### src/hw/rtl/kss_pkg.sv
// Package for the shared-store stack block: sizes, field widths, codes and the
// command and status bundles between the controller and the datapath.
// Depends on nothing.
`timescale 1ns / 1ps

package kss_pkg;

  // Block sizes.
  localparam int NumStacks = 4;
  localparam int Capacity  = 16;
  localparam int DataWidth = 32;

  // Field widths of the channels.
  localparam int OpW     = 1;
  localparam int SidW    = 2;
  localparam int ValW    = 32;
  localparam int StatusW = 2;

  // Slot index: Capacity itself codes the null link, so one more value is needed.
  localparam int IdxW  = $clog2(Capacity + 1);
  localparam int SlotW = $clog2(Capacity);
  localparam logic [IdxW-1:0] NullIdx = IdxW'(Capacity);

  // Operation codes.
  localparam logic [OpW-1:0] OpPush = 1'b0;
  localparam logic [OpW-1:0] OpPop  = 1'b1;

  // Result status codes.
  localparam logic [StatusW-1:0] StatusOk        = 2'd0;
  localparam logic [StatusW-1:0] StatusOverflow  = 2'd1;
  localparam logic [StatusW-1:0] StatusUnderflow = 2'd2;

  // Commands from the controller to the datapath.
  typedef struct packed {
    logic capture;  // Input transfer: latch the item and read the stores.
    logic commit;   // Apply the item to the stores and load the result.
  } cmd_t;

  // Status from the datapath to the controller.
  typedef struct packed {
    logic out_free; // The output register can take a result this cycle.
  } sts_t;

endpackage

### src/hw/rtl/kss_stream_if.sv
// Channel interfaces of the shared-store stack block: the item input and
// the result output, each with valid, ready and payload. Depends on kss_pkg.
`timescale 1ns / 1ps

interface kss_in_if;
  logic                        valid;
  logic                        ready;
  logic [kss_pkg::OpW-1:0]     operation;
  logic [kss_pkg::SidW-1:0]    stack_id;
  logic signed [kss_pkg::ValW-1:0] push_value;

  modport source (output valid, output operation, output stack_id, output push_value,
                  input ready);
  modport sink   (input valid, input operation, input stack_id, input push_value,
                  output ready);
endinterface

interface kss_out_if;
  logic                            valid;
  logic                            ready;
  logic [kss_pkg::StatusW-1:0]     status;
  logic signed [kss_pkg::ValW-1:0] popped_value;

  modport source (output valid, output status, output popped_value, input ready);
  modport sink   (input valid, input status, input popped_value, output ready);
endinterface

### src/hw/rtl/kss_datapath.sv
// Datapath of the shared-store stack block: slot data and link stores, stack
// and free-list heads, and the result register. Depends on kss_pkg.
`timescale 1ns / 1ps

module kss_datapath (
  input  logic                            clk_i,
  input  logic                            rst_ni,
  input  kss_pkg::cmd_t                   cmd_i,
  output kss_pkg::sts_t                   sts_o,
  input  logic [kss_pkg::OpW-1:0]         operation_i,
  input  logic [kss_pkg::SidW-1:0]        stack_id_i,
  input  logic signed [kss_pkg::ValW-1:0] push_value_i,
  output logic                            out_valid_o,
  input  logic                            out_ready_i,
  output logic [kss_pkg::StatusW-1:0]     status_o,
  output logic signed [kss_pkg::ValW-1:0] popped_value_o
);

  // Heads and link-store valid bits.
  logic [kss_pkg::IdxW-1:0]      head_q [kss_pkg::NumStacks];
  logic [kss_pkg::IdxW-1:0]      free_head_q;
  logic [kss_pkg::Capacity-1:0]  link_vld_q;

  // Stores.
  logic [kss_pkg::DataWidth-1:0] data_mem [kss_pkg::Capacity];
  logic [kss_pkg::IdxW-1:0]      link_mem [kss_pkg::Capacity];

  // Item latched at the input transfer.
  logic [kss_pkg::OpW-1:0]       op_q;
  logic [kss_pkg::SidW-1:0]      sid_q;
  logic [kss_pkg::DataWidth-1:0] val_q;
  logic [kss_pkg::IdxW-1:0]      slot_q;
  logic                          err_q;

  // Registered store reads.
  logic [kss_pkg::DataWidth-1:0] data_rd_q;
  logic [kss_pkg::IdxW-1:0]      link_rd_q;
  logic [kss_pkg::IdxW-1:0]      link_def_q;
  logic                          link_rd_vld_q;

  // Result register.
  logic                          out_valid_q;
  logic [kss_pkg::StatusW-1:0]   status_q;
  logic signed [kss_pkg::ValW-1:0] popped_q;

  logic                          sid_ok;
  logic                          is_push;
  logic [kss_pkg::IdxW-1:0]      rd_slot;
  logic                          rd_err;
  logic [kss_pkg::IdxW-1:0]      link_cur;
  logic [kss_pkg::IdxW-1:0]      link_wr;
  logic                          commit_ok;

  // Pick the slot the item works on: free-list head for a push, stack top for a pop.
  always_comb begin
    sid_ok  = int'(stack_id_i) < kss_pkg::NumStacks;
    is_push = (operation_i == kss_pkg::OpPush);
    if (is_push) begin
      rd_slot = free_head_q;
    end else if (sid_ok) begin
      rd_slot = head_q[stack_id_i];
    end else begin
      rd_slot = kss_pkg::NullIdx;
    end
    rd_err = (rd_slot == kss_pkg::NullIdx) || (is_push && !sid_ok);
  end

  // Latch the item and read both stores at the chosen slot.
  always_ff @(posedge clk_i) begin
    if (cmd_i.capture) begin
      op_q          <= operation_i;
      sid_q         <= stack_id_i;
      val_q         <= kss_pkg::DataWidth'(push_value_i);
      slot_q        <= rd_slot;
      err_q         <= rd_err;
      data_rd_q     <= data_mem[rd_slot[kss_pkg::SlotW-1:0]];
      link_rd_q     <= link_mem[rd_slot[kss_pkg::SlotW-1:0]];
      link_rd_vld_q <= link_vld_q[rd_slot[kss_pkg::SlotW-1:0]];
      link_def_q    <= rd_slot + kss_pkg::IdxW'(1);
    end
  end

  // A link entry never written still holds its reset value: the next slot.
  assign link_cur  = link_rd_vld_q ? link_rd_q : link_def_q;
  assign commit_ok = cmd_i.commit && !err_q;
  assign link_wr   = (op_q == kss_pkg::OpPush) ? head_q[sid_q] : free_head_q;

  // Store writes.
  always_ff @(posedge clk_i) begin
    if (commit_ok) begin
      link_mem[slot_q[kss_pkg::SlotW-1:0]] <= link_wr;
      if (op_q == kss_pkg::OpPush) begin
        data_mem[slot_q[kss_pkg::SlotW-1:0]] <= val_q;
      end
    end
  end

  // Head and valid-bit updates.
  always_ff @(posedge clk_i or negedge rst_ni) begin
    if (!rst_ni) begin
      for (int i = 0; i < kss_pkg::NumStacks; i++) begin
        head_q[i] <= kss_pkg::NullIdx;
      end
      free_head_q <= '0;
      link_vld_q  <= '0;
    end else if (commit_ok) begin
      link_vld_q[slot_q[kss_pkg::SlotW-1:0]] <= 1'b1;
      if (op_q == kss_pkg::OpPush) begin
        free_head_q   <= link_cur;
        head_q[sid_q] <= slot_q;
      end else begin
        head_q[sid_q] <= link_cur;
        free_head_q   <= slot_q;
      end
    end
  end

  // Result register valid flag.
  always_ff @(posedge clk_i or negedge rst_ni) begin
    if (!rst_ni) begin
      out_valid_q <= 1'b0;
    end else if (cmd_i.commit) begin
      out_valid_q <= 1'b1;
    end else if (out_ready_i) begin
      out_valid_q <= 1'b0;
    end
  end

  // Result payload; a popped value is the slot data taken as signed, at the same width.
  always_ff @(posedge clk_i) begin
    if (cmd_i.commit) begin
      if (!err_q) begin
        status_q <= kss_pkg::StatusOk;
        popped_q <= (op_q == kss_pkg::OpPush) ? '0 : kss_pkg::ValW'(signed'(data_rd_q));
      end else if (op_q == kss_pkg::OpPush) begin
        status_q <= kss_pkg::StatusOverflow;
        popped_q <= '0;
      end else begin
        status_q <= kss_pkg::StatusUnderflow;
        popped_q <= '1;
      end
    end
  end

  assign sts_o.out_free = !out_valid_q || out_ready_i;
  assign out_valid_o    = out_valid_q;
  assign status_o       = status_q;
  assign popped_value_o = popped_q;

endmodule

### src/hw/rtl/kss_ctrl.sv
// Controller of the shared-store stack block: a two-state sequencer that takes
// an item, then commits it once the result register is free. Depends on kss_pkg.
`timescale 1ns / 1ps

module kss_ctrl (
  input  logic          clk_i,
  input  logic          rst_ni,
  input  logic          in_valid_i,
  output logic          in_ready_o,
  input  kss_pkg::sts_t sts_i,
  output kss_pkg::cmd_t cmd_o
);

  localparam logic StIdle = 1'b0;
  localparam logic StExec = 1'b1;

  logic state_q;
  logic state_d;

  // Next state and commands.
  always_comb begin
    state_d       = state_q;
    in_ready_o    = 1'b0;
    cmd_o.capture = 1'b0;
    cmd_o.commit  = 1'b0;
    unique case (state_q)
      StIdle: begin
        in_ready_o    = 1'b1;
        cmd_o.capture = in_valid_i;
        if (in_valid_i) begin
          state_d = StExec;
        end
      end
      StExec: begin
        cmd_o.commit = sts_i.out_free;
        if (sts_i.out_free) begin
          state_d = StIdle;
        end
      end
      default: begin
        state_d = StIdle;
      end
    endcase
  end

  // State register.
  always_ff @(posedge clk_i or negedge rst_ni) begin
    if (!rst_ni) begin
      state_q <= StIdle;
    end else begin
      state_q <= state_d;
    end
  end

endmodule

### src/hw/rtl/k_stacks_shared_store.sv
// Four LIFO stacks share one store of 16 slots, with a linked free list handing
// slots out on push and taking them back on pop. Each item (push or pop) gives
// exactly one result: ok, overflow (push with no free slot) or underflow (pop of
// an empty stack, value -1); on an error nothing changes. The transfer reads the
// slot's data and link from the stores, whose read data is registered; once the
// result register is free, the item writes the stores and heads and loads the
// result register. A new item is taken once that result has moved into the
// result register, so a held result stalls the block only when a second result
// is ready behind it. No clearing pass is needed after reset.
`timescale 1ns / 1ps

module k_stacks_shared_store (
  input logic       clk_i,
  input logic       rst_ni,
  kss_in_if.sink    in_i,
  kss_out_if.source out_o
);

  kss_pkg::cmd_t cmd;
  kss_pkg::sts_t sts;

  // Sequencer.
  kss_ctrl u_ctrl (
    .clk_i      (clk_i),
    .rst_ni     (rst_ni),
    .in_valid_i (in_i.valid),
    .in_ready_o (in_i.ready),
    .sts_i      (sts),
    .cmd_o      (cmd)
  );

  // Stores, heads and result register.
  kss_datapath u_datapath (
    .clk_i          (clk_i),
    .rst_ni         (rst_ni),
    .cmd_i          (cmd),
    .sts_o          (sts),
    .operation_i    (in_i.operation),
    .stack_id_i     (in_i.stack_id),
    .push_value_i   (in_i.push_value),
    .out_valid_o    (out_o.valid),
    .out_ready_i    (out_o.ready),
    .status_o       (out_o.status),
    .popped_value_o (out_o.popped_value)
  );

endmodule
### src/flat_wrapper.sv
// flat-port wrapper written by rule: the top's interface ports become plain ports
module k_stacks_shared_store_flat 
  (clk_i, rst_ni, in_i_valid, in_i_operation, in_i_stack_id, in_i_push_value, in_i_ready, out_o_valid, out_o_status, out_o_popped_value, out_o_ready);
  kss_in_if in_i_i ();
  kss_out_if out_o_i ();
  input logic clk_i;
  input logic rst_ni;
  input wire logic [$bits(in_i_i.valid)-1:0] in_i_valid;
  input wire logic [$bits(in_i_i.operation)-1:0] in_i_operation;
  input wire logic [$bits(in_i_i.stack_id)-1:0] in_i_stack_id;
  input wire logic [$bits(in_i_i.push_value)-1:0] in_i_push_value;
  output wire logic [$bits(in_i_i.ready)-1:0] in_i_ready;
  output wire logic [$bits(out_o_i.valid)-1:0] out_o_valid;
  output wire logic [$bits(out_o_i.status)-1:0] out_o_status;
  output wire logic [$bits(out_o_i.popped_value)-1:0] out_o_popped_value;
  input wire logic [$bits(out_o_i.ready)-1:0] out_o_ready;
  assign in_i_i.valid = in_i_valid;
  assign in_i_i.operation = in_i_operation;
  assign in_i_i.stack_id = in_i_stack_id;
  assign in_i_i.push_value = in_i_push_value;
  assign in_i_ready = in_i_i.ready;
  assign out_o_valid = out_o_i.valid;
  assign out_o_status = out_o_i.status;
  assign out_o_popped_value = out_o_i.popped_value;
  assign out_o_i.ready = out_o_ready;
  k_stacks_shared_store u_core (.clk_i(clk_i), .rst_ni(rst_ni), .in_i(in_i_i), .out_o(out_o_i));
endmodule
### config.mk
export PLATFORM = sky130hd
export DESIGN_NAME = k_stacks_shared_store_flat
export DESIGN_NICKNAME = d
export VERILOG_FILES = /design/src/hw/rtl/kss_pkg.sv /design/src/hw/rtl/kss_stream_if.sv /design/src/hw/rtl/kss_datapath.sv /design/src/hw/rtl/kss_ctrl.sv /design/src/hw/rtl/k_stacks_shared_store.sv /design/src/flat_wrapper.sv
export SDC_FILE = /design/constraint.sdc
export NUM_CORES = 1
export LEC_CHECK = 0
export BUFFER_PORTS_ARGS = -buffer_cell sky130_fd_sc_hd__buf_2
export CORE_MARGIN = 2
export CORE_UTILIZATION = 40
export DETAILED_ROUTE_END_ITERATION = 8
export PLACE_DENSITY = 0.56
export SETUP_SLACK_MARGIN = 0.5
export SKIP_CTS_REPAIR_TIMING = 1
export SLEW_MARGIN = 30
export SYNTH_ARGS = -nofsm -noshare
export SYNTH_HDL_FRONTEND = slang
export SYNTH_SLANG_ARGS = --single-unit
### constraint.sdc
create_clock -name clk_i -period 5.07 [get_ports clk_i]
set_input_delay 1.014 -clock clk_i [delete_from_list [all_inputs] [get_ports clk_i]]
set_output_delay 1.014 -clock clk_i [all_outputs]
set_load 0.005 [all_outputs]
==> results of run 1 <==
## final timing paths
check | from | endpoint | slack (ns) | cells after the start
max | out_o_ready | u_core.u_datapath.data_mem[9][30] | 1.83 | 8
min | rst_ni | u_core.u_datapath.link_vld_q[14] | 0.40 | 1
max reg2reg | u_core.u_ctrl.state_q | u_core.u_datapath.data_mem[9][30] | 1.95 | 6
min reg2reg | u_core.u_datapath.link_vld_q[9] | u_core.u_datapath.link_vld_q[9] | 0.47 | 1
max in group asynchronous | rst_ni | u_core.u_datapath.free_head_q[2] | 4.28 | 1
min in group clk_i | u_core.u_datapath.link_vld_q[9] | u_core.u_datapath.link_vld_q[9] | 0.47 | 1
## metrics by stage
step,hold WS [ns],util (%)
floorplan,0.4340,-
global placement,0.4491,42.83
detailed placement,0.4516,42.84
CTS,0.4680,46.53
global route,0.4197,46.54
finish,0.4034,46.54
## power by group through the flow
stage | logic [mW] | registers [mW] | clock network [mW]
after floorplan | 2.64 | 8.26 | 0
after global placement | 3.94 | 8.42 | 0
after detailed placement | 4.00 | 8.44 | 0
after CTS | 4.02 | 8.32 | 5.98
after global routing | 4.35 | 8.40 | 6.22
final | 3.97 | 8.32 | 5.86
## metal layers
metal / vias to the layer above / GRT usage, % / share of wire [%]
met5: - / 0 / 0.018
met1: 8637 / 27.44 / 44
met2: 542 / 30.39 / 47
li1: 7552 / - / -
met4: 2 / 5.807 / 2.1
met3: 99 / 3.004 / 6.2
## final cells by class
cell class                 instances  area [sq um]
clock inverter                    41         464.2
sequential                       753         22400
timing repair buffer             115         830.8
fill                            6337         38410
multi-input combinational       1091          6311
clock buffer                     104          2186
inverter                          13         58.81
tap                              950          1189
## state kept, by name, summed over array words and instances (netlist names), 2 cells and up
| name | cells |
|---|---|
| u_core.u_datapath.free_head_q | 5 |
| u_core.u_datapath.slot_q | 5 |
| u_core.u_datapath.status_o | 2 |
| u_core.u_datapath.data_rd_q | 32 |
| u_core.u_datapath.val_q | 32 |
| u_core.u_datapath.link_rd_q | 5 |
| u_core.u_datapath.link_def_q | 5 |
| u_core.u_datapath.sid_q | 2 |
| u_core.u_datapath.popped_value_o | 32 |
| u_core.u_datapath.link_vld_q | 16 |
| u_core.u_datapath.link_mem | 80 |
| u_core.u_datapath.data_mem | 512 |
| u_core.u_datapath.head_q | 20 |
## worst reg2reg max path: stages (launching register included)
cell	delay, ns
sky130_fd_sc_hd__dfrtp_1	0.44
sky130_fd_sc_hd__nand2_1	0.16
sky130_fd_sc_hd__or2_1	0.40
sky130_fd_sc_hd__nor3b_1	0.60
sky130_fd_sc_hd__nand3b_1	0.28
sky130_fd_sc_hd__nor2_4	0.50
sky130_fd_sc_hd__buf_4	0.41
## kinds of logic (layout without fill, tap and decap cells)
family	Yosys count	after routing	share of synthesized area, %
AOI/OAI and AO/OA	130	130	3.644
xor gates and xnor gates	3	3	0.09015
adders and majority gates	2	2	0.08582
buffers and inverters	134	273	2.142
DFF	753	753	76.84
muxes	121	121	4.665
and+or+nand+nor	835	835	12.53
## layout by cell type, fill, tap and decap left out, types with 5 or more instances in the layout
cell,n
sky130_fd_sc_hd__edfxtp_1,710
sky130_fd_sc_hd__or2_2,10
sky130_fd_sc_hd__nor2_1,27
sky130_fd_sc_hd__dfrtp_1,39
sky130_fd_sc_hd__nand2b_1,12
sky130_fd_sc_hd__inv_1,10
sky130_fd_sc_hd__a32oi_1,76
sky130_fd_sc_hd__mux2i_1,82
sky130_fd_sc_hd__buf_12,12
sky130_fd_sc_hd__bufinv_16,9
sky130_fd_sc_hd__o21a_1,32
sky130_fd_sc_hd__mux4_2,7
sky130_fd_sc_hd__clkinv_1,11
sky130_fd_sc_hd__clkbuf_1,18
sky130_fd_sc_hd__clkinv_2,11
sky130_fd_sc_hd__nand4_1,77
sky130_fd_sc_hd__mux2_2,26
sky130_fd_sc_hd__a21oi_1,10
sky130_fd_sc_hd__clkbuf_16,83
sky130_fd_sc_hd__nor2_4,6
sky130_fd_sc_hd__nand2_1,514
sky130_fd_sc_hd__buf_4,30
sky130_fd_sc_hd__o21ai_0,5
sky130_fd_sc_hd__nor3_2,10
sky130_fd_sc_hd__nand3_1,157
sky130_fd_sc_hd__buf_2,73
==> impl_summary.txt, run 1 <==
----------------------------------------------------
[Die]
  Total I/O pin count ... 75
  Effective utilization at floorplan ... approximately two fifths
  Die width ... 274.0 microns
  Number of rows created at floorplan ... 98
  Core Box Area ... a little over 70000 sq um
  Die area ... between 70000 and 80000 sq um
  Vert. Die Dim ... about 270 microns

[Final layout]
  Layout cells sized above 1 ... roughly 15%
  Post-synthesis to final-layout area growth ... 14.71%
  Net count, final ... about 2100
  Cell Count, Final, Fillers Out ... about 3000
  Final design instance area without fill ... 33440 sq um
  Ant. Diodes ... 0

[Routing]
  Routed via count ... 16830
  WL final ... between 70000 and 80000 microns
  Post-detailed-route DRC marker count ... 0
  Number of vias per cell ... around 5.5
  DR WL/cell ... 23.42 microns
  Initial DRC Count ... 1485
  Total iterations of the first detailed-routing run ... 5
  Post-detailed-route count of antenna-violating nets ... 0

[STA]
  Setup Total Neg Slack ... 0 ns
  Final worst slack ... between 1.5 and 2 ns
  Slew at the pin closest to its max-slew limit ... 1.007 ns
  Hold Vio Cnt, Final ... 0
  Count of pins over their slew limit ... 0
  Minimum clock period ... roughly 3.2 ns
  Achievable clock frequency ... 308.9 MHz
  Crit share post-route ... a little under two thirds
  Setup repair after global routing missed its margin ... no
  # setup viols final ... 0
  Maximum clock skew at final layout ... roughly 0.026 ns
  Worst rel slew slack ... about a third

[Min path]
  Path class of the lowest-slack min-delay path ... in2async

[Worst setup path]
  Critical Path Sink Type ... register
  Count of buffering cells on the critical path with inverters included ... 2
  Critical path required time ... between 5 and 6 ns
  Worst Path Max Fanout ... 18
  Critical path arrival ... around 3.5 ns
  Slowest cell on the critical path ... sky130_fd_sc_hd__nor3b_1
  Worst setup path class ... in2reg
  Kind of cell with the highest combined delay on the critical path ... simple AND/OR/NAND/NOR gates
  Slowest stage delay, CP ... 0.60 ns
  Worst-path cell chain ... buf_2, nand2b_1, nand2_1, or2_1, nor3b_1, nand3b_1, nor2_4, buf_4
  Launching element type of the critical path ... input port

[Synth]
  Instance count of the mapped netlist ... about 2000
  Count of flip-flops with a built-in enable after synthesis ... approximately 700
  Count of distinct cell types in the synthesized netlist ... 47
  Net Count, Synth ... 2019
  Ys Warns ... 0
  Cell types with the largest area share after synthesis ... sky130_fd_sc_hd__edfxtp_1 73%, sky130_fd_sc_hd__nand2_1 6.6%, sky130_fd_sc_hd__dfrtp_1 3.3%
  Share of the synthesized area in the top cell type ... approximately three quarters
  Seq cells post-synth ... between 700 and 800
  Cell type with the largest total area after synthesis ... sky130_fd_sc_hd__edfxtp_1
  Leading cell type by number of instances after synthesis ... sky130_fd_sc_hd__edfxtp_1
  Most frequently used flop master after synthesis ... sky130_fd_sc_hd__edfxtp_1
  Synthesized area ... approximately 29000 sq um
  Post-synth top cells ... 710 x sky130_fd_sc_hd__edfxtp_1, 514 x sky130_fd_sc_hd__nand2_1, 157 x sky130_fd_sc_hd__nand3_1, 83 x sky130_fd_sc_hd__mux2i_1, 77 x sky130_fd_sc_hd__nand4_1
  Seq/Total Area, Yosys ... roughly three quarters
  Share of synthesized flip-flops with an asynchronous set or reset ... ~5.7%
  Mean instance size in the synthesized netlist ... roughly 15 sq um

[Placed design]
  Setup slack at placement ... 1.184 ns
  Total placed cells including tap cells ... 2922
  Detailed-placement wirelength estimate ... around 36000 microns
  Global placer's final weighted congestion ... between 0.7 and 0.8
  Cell Area, Placed ... about 31000 sq um
  Input/output buffers ... between 70 and 80

[Status]
  Outcome ... completed

[Global route]
  Vias in the first global route ... between 15000 and 20000
  Overall track demand over capacity in global routing ... between 10% and 20%
  Wire length of the first global-routing pass ... around 110000 microns
  Gr ovfl total ... 0
  Pin count of the biggest net entering global routing ... 130
  Number of antenna violations at the first check in global routing ... 1

[Clocking]
  Clock H-tree levels ... 3
  Clock-pin slew reported for the worst setup and hold paths after clock tree synthesis ... around 0.060 ns
  Buffers from clock root to sink, at most ... 3
  CTS tree ... done
  Number of CTS-inserted buffers ... 80
  CTS Sinks ... roughly 750
  Worst-skew pair later-pin latency ... roughly 0.63 ns
  Clock Root Buffer ... sky130_fd_sc_hd__clkbuf_16

[Power and ir drop]
  Highest ir drop seen on vdd ... 0.0004913 V
  Net Sw Power ... about 5.5 mW
  Leakage power ... between 10 and 15 nW
  Flop pwr share ... between 40% and 50%
  Power density over the cells ... around 540 nW/um^2
  Sum of internal, switching and leakage power ... around 18 mW
  Proportion of total power due to net switching ... a little under a third
  Comb power frac ... ~22%
  Part of the power in the clock network ... about a third
  Internal power ... about 13 mW

[Run]
  Number of violations of the max-capacitance limit ... 0

----------------------------------------------------
(Power assumes the default switching activity.)
==> inputs of run 2 (changes only) <==
ABC_AREA = 1   (was not set)
PLACE_DENSITY = 0.54   (was 0.56)
clock period = 3.1 ns   (was 5.07 ns; I/O delays follow)
==> run 2 against run 1 <==
Against the previous run:
- clock skew shrank 0.0090 ns
- power up 66%
- die area rose by 7.7%
- setup slack worse by 1.0 ns
- critical endpoint is now u_core.u_datapath.link_mem[3][0]
- largest power group unchanged
- sequential power rose by 60%
- clock power increased by 61%
- largest cell class unchanged
- sequential share of layout area shrank 5.1 points
- cell area grew 8.3%
- clock-buffer cell count grew 4
- critical path type is now reg2reg
- the run now ends with hold timing left
==> impl_summary.txt, run 2 <==
----------------------------------------------------
[Die]
  Die area ... 80870 sq um (was 75060 sq um)
  Core Box Area ... 77590 sq um (was 71850 sq um)
  Die width ... 284.4 microns (was 274.0 microns)
  Vert. Die Dim ... 284.4 microns (was 274.0 microns)
  Effective utilization at floorplan ... 40.52% (was 40.57%)
  Total I/O pin count ... 75 (unchanged)
  Number of rows created at floorplan ... 102 (was 98)

[Final layout]
  Most common cell after layout, fill and taps aside ... sky130_fd_sc_hd__nand2_1 (was sky130_fd_sc_hd__edfxtp_1)
  Cell Count, Final, Fillers Out ... 4080 (was 3067)
  Flip-flop count of the largest register after layout ... 512 (unchanged)
  Final design instance area without fill ... 36210 sq um (was 33440 sq um)
  Ant. Diodes ... 0 (unchanged)
  Post-synthesis to final-layout area growth ... 15.17% (was 14.71%)
  Layout cells sized above 1 ... 10.59% (was 14.74%)
  Net count, final ... 3021 (was 2095)
  Utilization after layout ... 46.67% (was 46.54%)
  Commonest cells after routing, fill and taps aside ... 895 x sky130_fd_sc_hd__nand2_1, 710 x sky130_fd_sc_hd__edfxtp_1, 430 x sky130_fd_sc_hd__nand3_1 (was 710 x sky130_fd_sc_hd__edfxtp_1, 514 x sky130_fd_sc_hd__nand2_1, 157 x sky130_fd_sc_hd__nand3_1)

[STA]
  Min Hold Slack ... -0.003659 ns (was 0.4034 ns)
  Maximum clock skew at final layout ... 0.01715 ns (was 0.02619 ns)
  Setup repair after global routing missed its margin ... no (unchanged)
  Final worst slack ... 0.8050 ns (was 1.832 ns)
  Minimum clock period ... 2.295 ns
  Setup Total Neg Slack ... 0 ns (unchanged)
  # setup viols final ... 0 (unchanged)
  Count of pins over their slew limit ... 0 (unchanged)
  Worst rel slew slack ... 48.45% (was 32.89%)
  Slew at the pin closest to its max-slew limit ... 0.7651 ns (was 1.007 ns)
  Crit share post-route ... approximately 74%
  Hold Vio Cnt, Final ... 1 (was 0)
  Achievable clock frequency ... ~440 MHz

[Synth]
  Ys Warns ... 0 (unchanged)
  Most frequently used flop master after synthesis ... sky130_fd_sc_hd__edfxtp_1 (unchanged)
  Share of synthesized flip-flops with an asynchronous set or reset ... 5.710% (unchanged)
  Mean instance size in the synthesized netlist ... 10.88 sq um (was 14.74 sq um)
  Seq/Total Area, Yosys ... 71.24% (was 76.84%)
  Leading cell type by number of instances after synthesis ... sky130_fd_sc_hd__nand2_1 (was sky130_fd_sc_hd__edfxtp_1)
  Count of distinct cell types in the synthesized netlist ... 37 (was 47)
  Share of the synthesized area in the top cell type ... 67.80% (was 73.13%)
  Instance count of the mapped netlist ... 2890 (was 1978)
  Cell type with the largest total area after synthesis ... sky130_fd_sc_hd__edfxtp_1 (unchanged)
  Cell types with the largest area share after synthesis ... sky130_fd_sc_hd__edfxtp_1 68%, sky130_fd_sc_hd__nand2_1 11%, sky130_fd_sc_hd__nand3_1 6.8% (was sky130_fd_sc_hd__edfxtp_1 73%, sky130_fd_sc_hd__nand2_1 6.6%, sky130_fd_sc_hd__dfrtp_1 3.3%)
  Seq cells post-synth ... 753 (unchanged)
  Synthesized area ... 31440 sq um (was 29150 sq um)
  Post-synth top cells ... 896 x sky130_fd_sc_hd__nand2_1, 710 x sky130_fd_sc_hd__edfxtp_1, 430 x sky130_fd_sc_hd__nand3_1, 276 x sky130_fd_sc_hd__inv_1, 272 x sky130_fd_sc_hd__nor2_1 (was 710 x sky130_fd_sc_hd__edfxtp_1, 514 x sky130_fd_sc_hd__nand2_1, 157 x sky130_fd_sc_hd__nand3_1, 83 x sky130_fd_sc_hd__mux2i_1, 77 x sky130_fd_sc_hd__nand4_1)
  Net Count, Synth ... 2931 (was 2019)
  Count of flip-flops with a built-in enable after synthesis ... 710 (unchanged)

[Clocking]
  Clock-pin slew reported for the worst setup and hold paths after clock tree synthesis ... 0.06 ns (about the same)
  Buffers from clock root to sink, at most ... 3 (unchanged)
  CTS Sinks ... 753 (unchanged)
  Worst-skew pair later-pin latency ... 0.63 ns (about the same)
  Clock Root Buffer ... sky130_fd_sc_hd__clkbuf_16 (unchanged)
  Clock H-tree levels ... 3 (unchanged)
  CTS tree ... done (unchanged)
  Number of CTS-inserted buffers ... 81 (was 80)

[Min path]
  Path class of the lowest-slack min-delay path ... in2async (unchanged)

[Routing]
  WL final ... 82840 microns (was 71840 microns)
  Total iterations of the first detailed-routing run ... 6 (was 5)
  Initial DRC Count ... 1765 (was 1485)
  Post-detailed-route count of antenna-violating nets ... 0 (unchanged)
  Number of vias per cell ... 5.026 (was 5.488)
  Routed via count ... 20510 (was 16830)
  DR WL/cell ... 20.30 microns (was 23.42 microns)
  Post-detailed-route DRC marker count ... 0 (unchanged)

[Worst setup path]
  Critical path arrival ... 2.55 ns (was 3.52 ns)
  Count of buffering cells on the critical path with inverters included ... 1 (was 2)
  Worst-path cell chain ... nand2_1, nand2_1, nor2_2, inv_2, nor2_1 (was buf_2, nand2b_1, nand2_1, or2_1, nor3b_1, nand3b_1, nor2_4, buf_4)
  Worst setup path class ... reg2reg (was in2reg)
  Critical Path Most Common Cell ... sky130_fd_sc_hd__nand2_1
  Critical Path Sink Type ... register (unchanged)
  Kind of cell with the highest combined delay on the critical path ... simple AND/OR/NAND/NOR gates (unchanged)
  Launching element type of the critical path ... register (was input port)
  Worst Path Max Fanout ... 24 (was 18)
  Worst R2R Path Depth ... 5 (was 6)
  Slowest stage delay, CP ... 0.57 ns (was 0.60 ns)
  Slowest cell on the critical path ... sky130_fd_sc_hd__nor2_1 (was sky130_fd_sc_hd__nor3b_1)
  Critical path required time ... 3.36 ns (was 5.36 ns)
  Count of cell instances traversed by the critical path ... 5 (was 8)

[Global route]
  M1 GR Usage ... 27.62% (was 27.44%)
  Pin count of the biggest net entering global routing ... 116 (was 130)
  Met3 usage in global routing ... 2.729% (was 3.004%)
  Wire length of the first global-routing pass ... 125500 microns (was 106800 microns)
  Number of antenna violations at the first check in global routing ... 3 (was 1)
  GR met2 Demand/Resource ... 34.63% (was 30.39%)
  Highest-utilization routing layer at the global route stage ... met2 (unchanged)
  Gr ovfl total ... 0 (unchanged)
  Vias in the first global route ... 20230 (was 16350)
  Overall track demand over capacity in global routing ... 20.50% (was 19.20%)

[Placed design]
  Detailed-placement wirelength estimate ... 46150 microns (was 36480 microns)
  Global placer's final weighted congestion ... 0.8165 (was 0.7703)
  Cell Area, Placed ... 33640 sq um (was 30780 sq um)
  Input/output buffers ... 74 (unchanged)
  Total placed cells including tap cells ... 3937 (was 2922)
  Setup slack at placement ... 0.2555 ns (was 1.184 ns)

[Status]
  Outcome ... complete, but fails checks (was completed)
  Failing checks ... hold timing

[Power and ir drop]
  Sum of internal, switching and leakage power ... 30.18 mW (was 18.16 mW)
  Power density over the cells ... 833.4 nW/um^2 (was 543.0 nW/um^2)
  Highest ir drop seen on vdd ... 0.0006190 V (was 0.0004913 V)
  Leakage power ... 14.40 nW (was 11.45 nW)

[Run]
  Number of violations of the max-capacitance limit ... 0 (unchanged)

----------------------------------------------------
-- run 2: cell types whose count changed after synthesis, sizes merged, moves of 24 or more --
cell and change:
mux2i -82, o21a -31, nand4 -77, a32oi -76, mux2 -24, inv +269
nand3 +276, buf +37, o21ai +41, nor2 +242, nand2 +387
-- run 2: per-layer routing --
| layer | vias up | wire [microns] |
|---|---|---|
| li1 | 9778 | - |
| met1 | 10060 | 36380 |
| met2 | 554 | 40150 |
| met3 | 114 | 4396 |
| met4 | 2 | 1897 |
| met5 | - | 13 |
-- run 2: worst register-to-register path: cells and delay by family, from the launching register on --
family | cells | cell delay, ns
and+or+nand+nor | 4 | 1.24
DFF | 1 | 0.37
buffers and inverters | 1 | 0.31
-- run 2: area by class of cell --
cell class,count,area [sq um]
Sequential cell,753,22400
Clock inverter,35,386.6
Multi-Input combinational cell,1705,7457
Tap cell,1040,1301
Clock buffer,108,2191
Timing Repair Buffer,156,1414
Inverter,283,1062
Fill cell,7190,41380
-- run 2: final timing paths --
path,startpoint,endpoint,slack (ns)
min in group clk_i,in_i_push_value[22],u_core.u_datapath.val_q[22],0.16
max reg2reg,u_core.u_datapath.out_valid_o,u_core.u_datapath.link_mem[3][0],0.80
min,rst_ni,u_core.u_datapath.head_q[13],-0.004
max in group asynchronous,rst_ni,u_core.u_datapath.link_vld_q[15],2.69
max,u_core.u_datapath.out_valid_o,u_core.u_datapath.link_mem[3][0],0.80
min reg2reg,u_core.u_datapath.link_vld_q[2],u_core.u_datapath.link_vld_q[2],0.46
-- run 2: power breakdown --
| group | internal [mW] | switching (mW) | total, mW |
|---|---|---|---|
| logic | 2.20 | 5.24 | 7.44 |
| registers | 12.7 | 0.644 | 13.3 |
| clock network | 5.49 | 3.94 | 9.43 |
-- run 2: logic make-up (layout without fill, tap and decap cells) --
group / after synthesis / count (layout) / share of synthesized area, %
AOI/OAI and AO/OA: 68 / 68 / 1.198
xor gates and xnor gates: 3 / 3 / 0.08358
adders and majority gates: 2 / 2 / 0.07957
buffers and inverters: 432 / 582 / 5.762
DFF: 753 / 753 / 71.24
muxes: 8 / 8 / 0.2666
and+or+nand+nor: 1624 / 1624 / 21.37
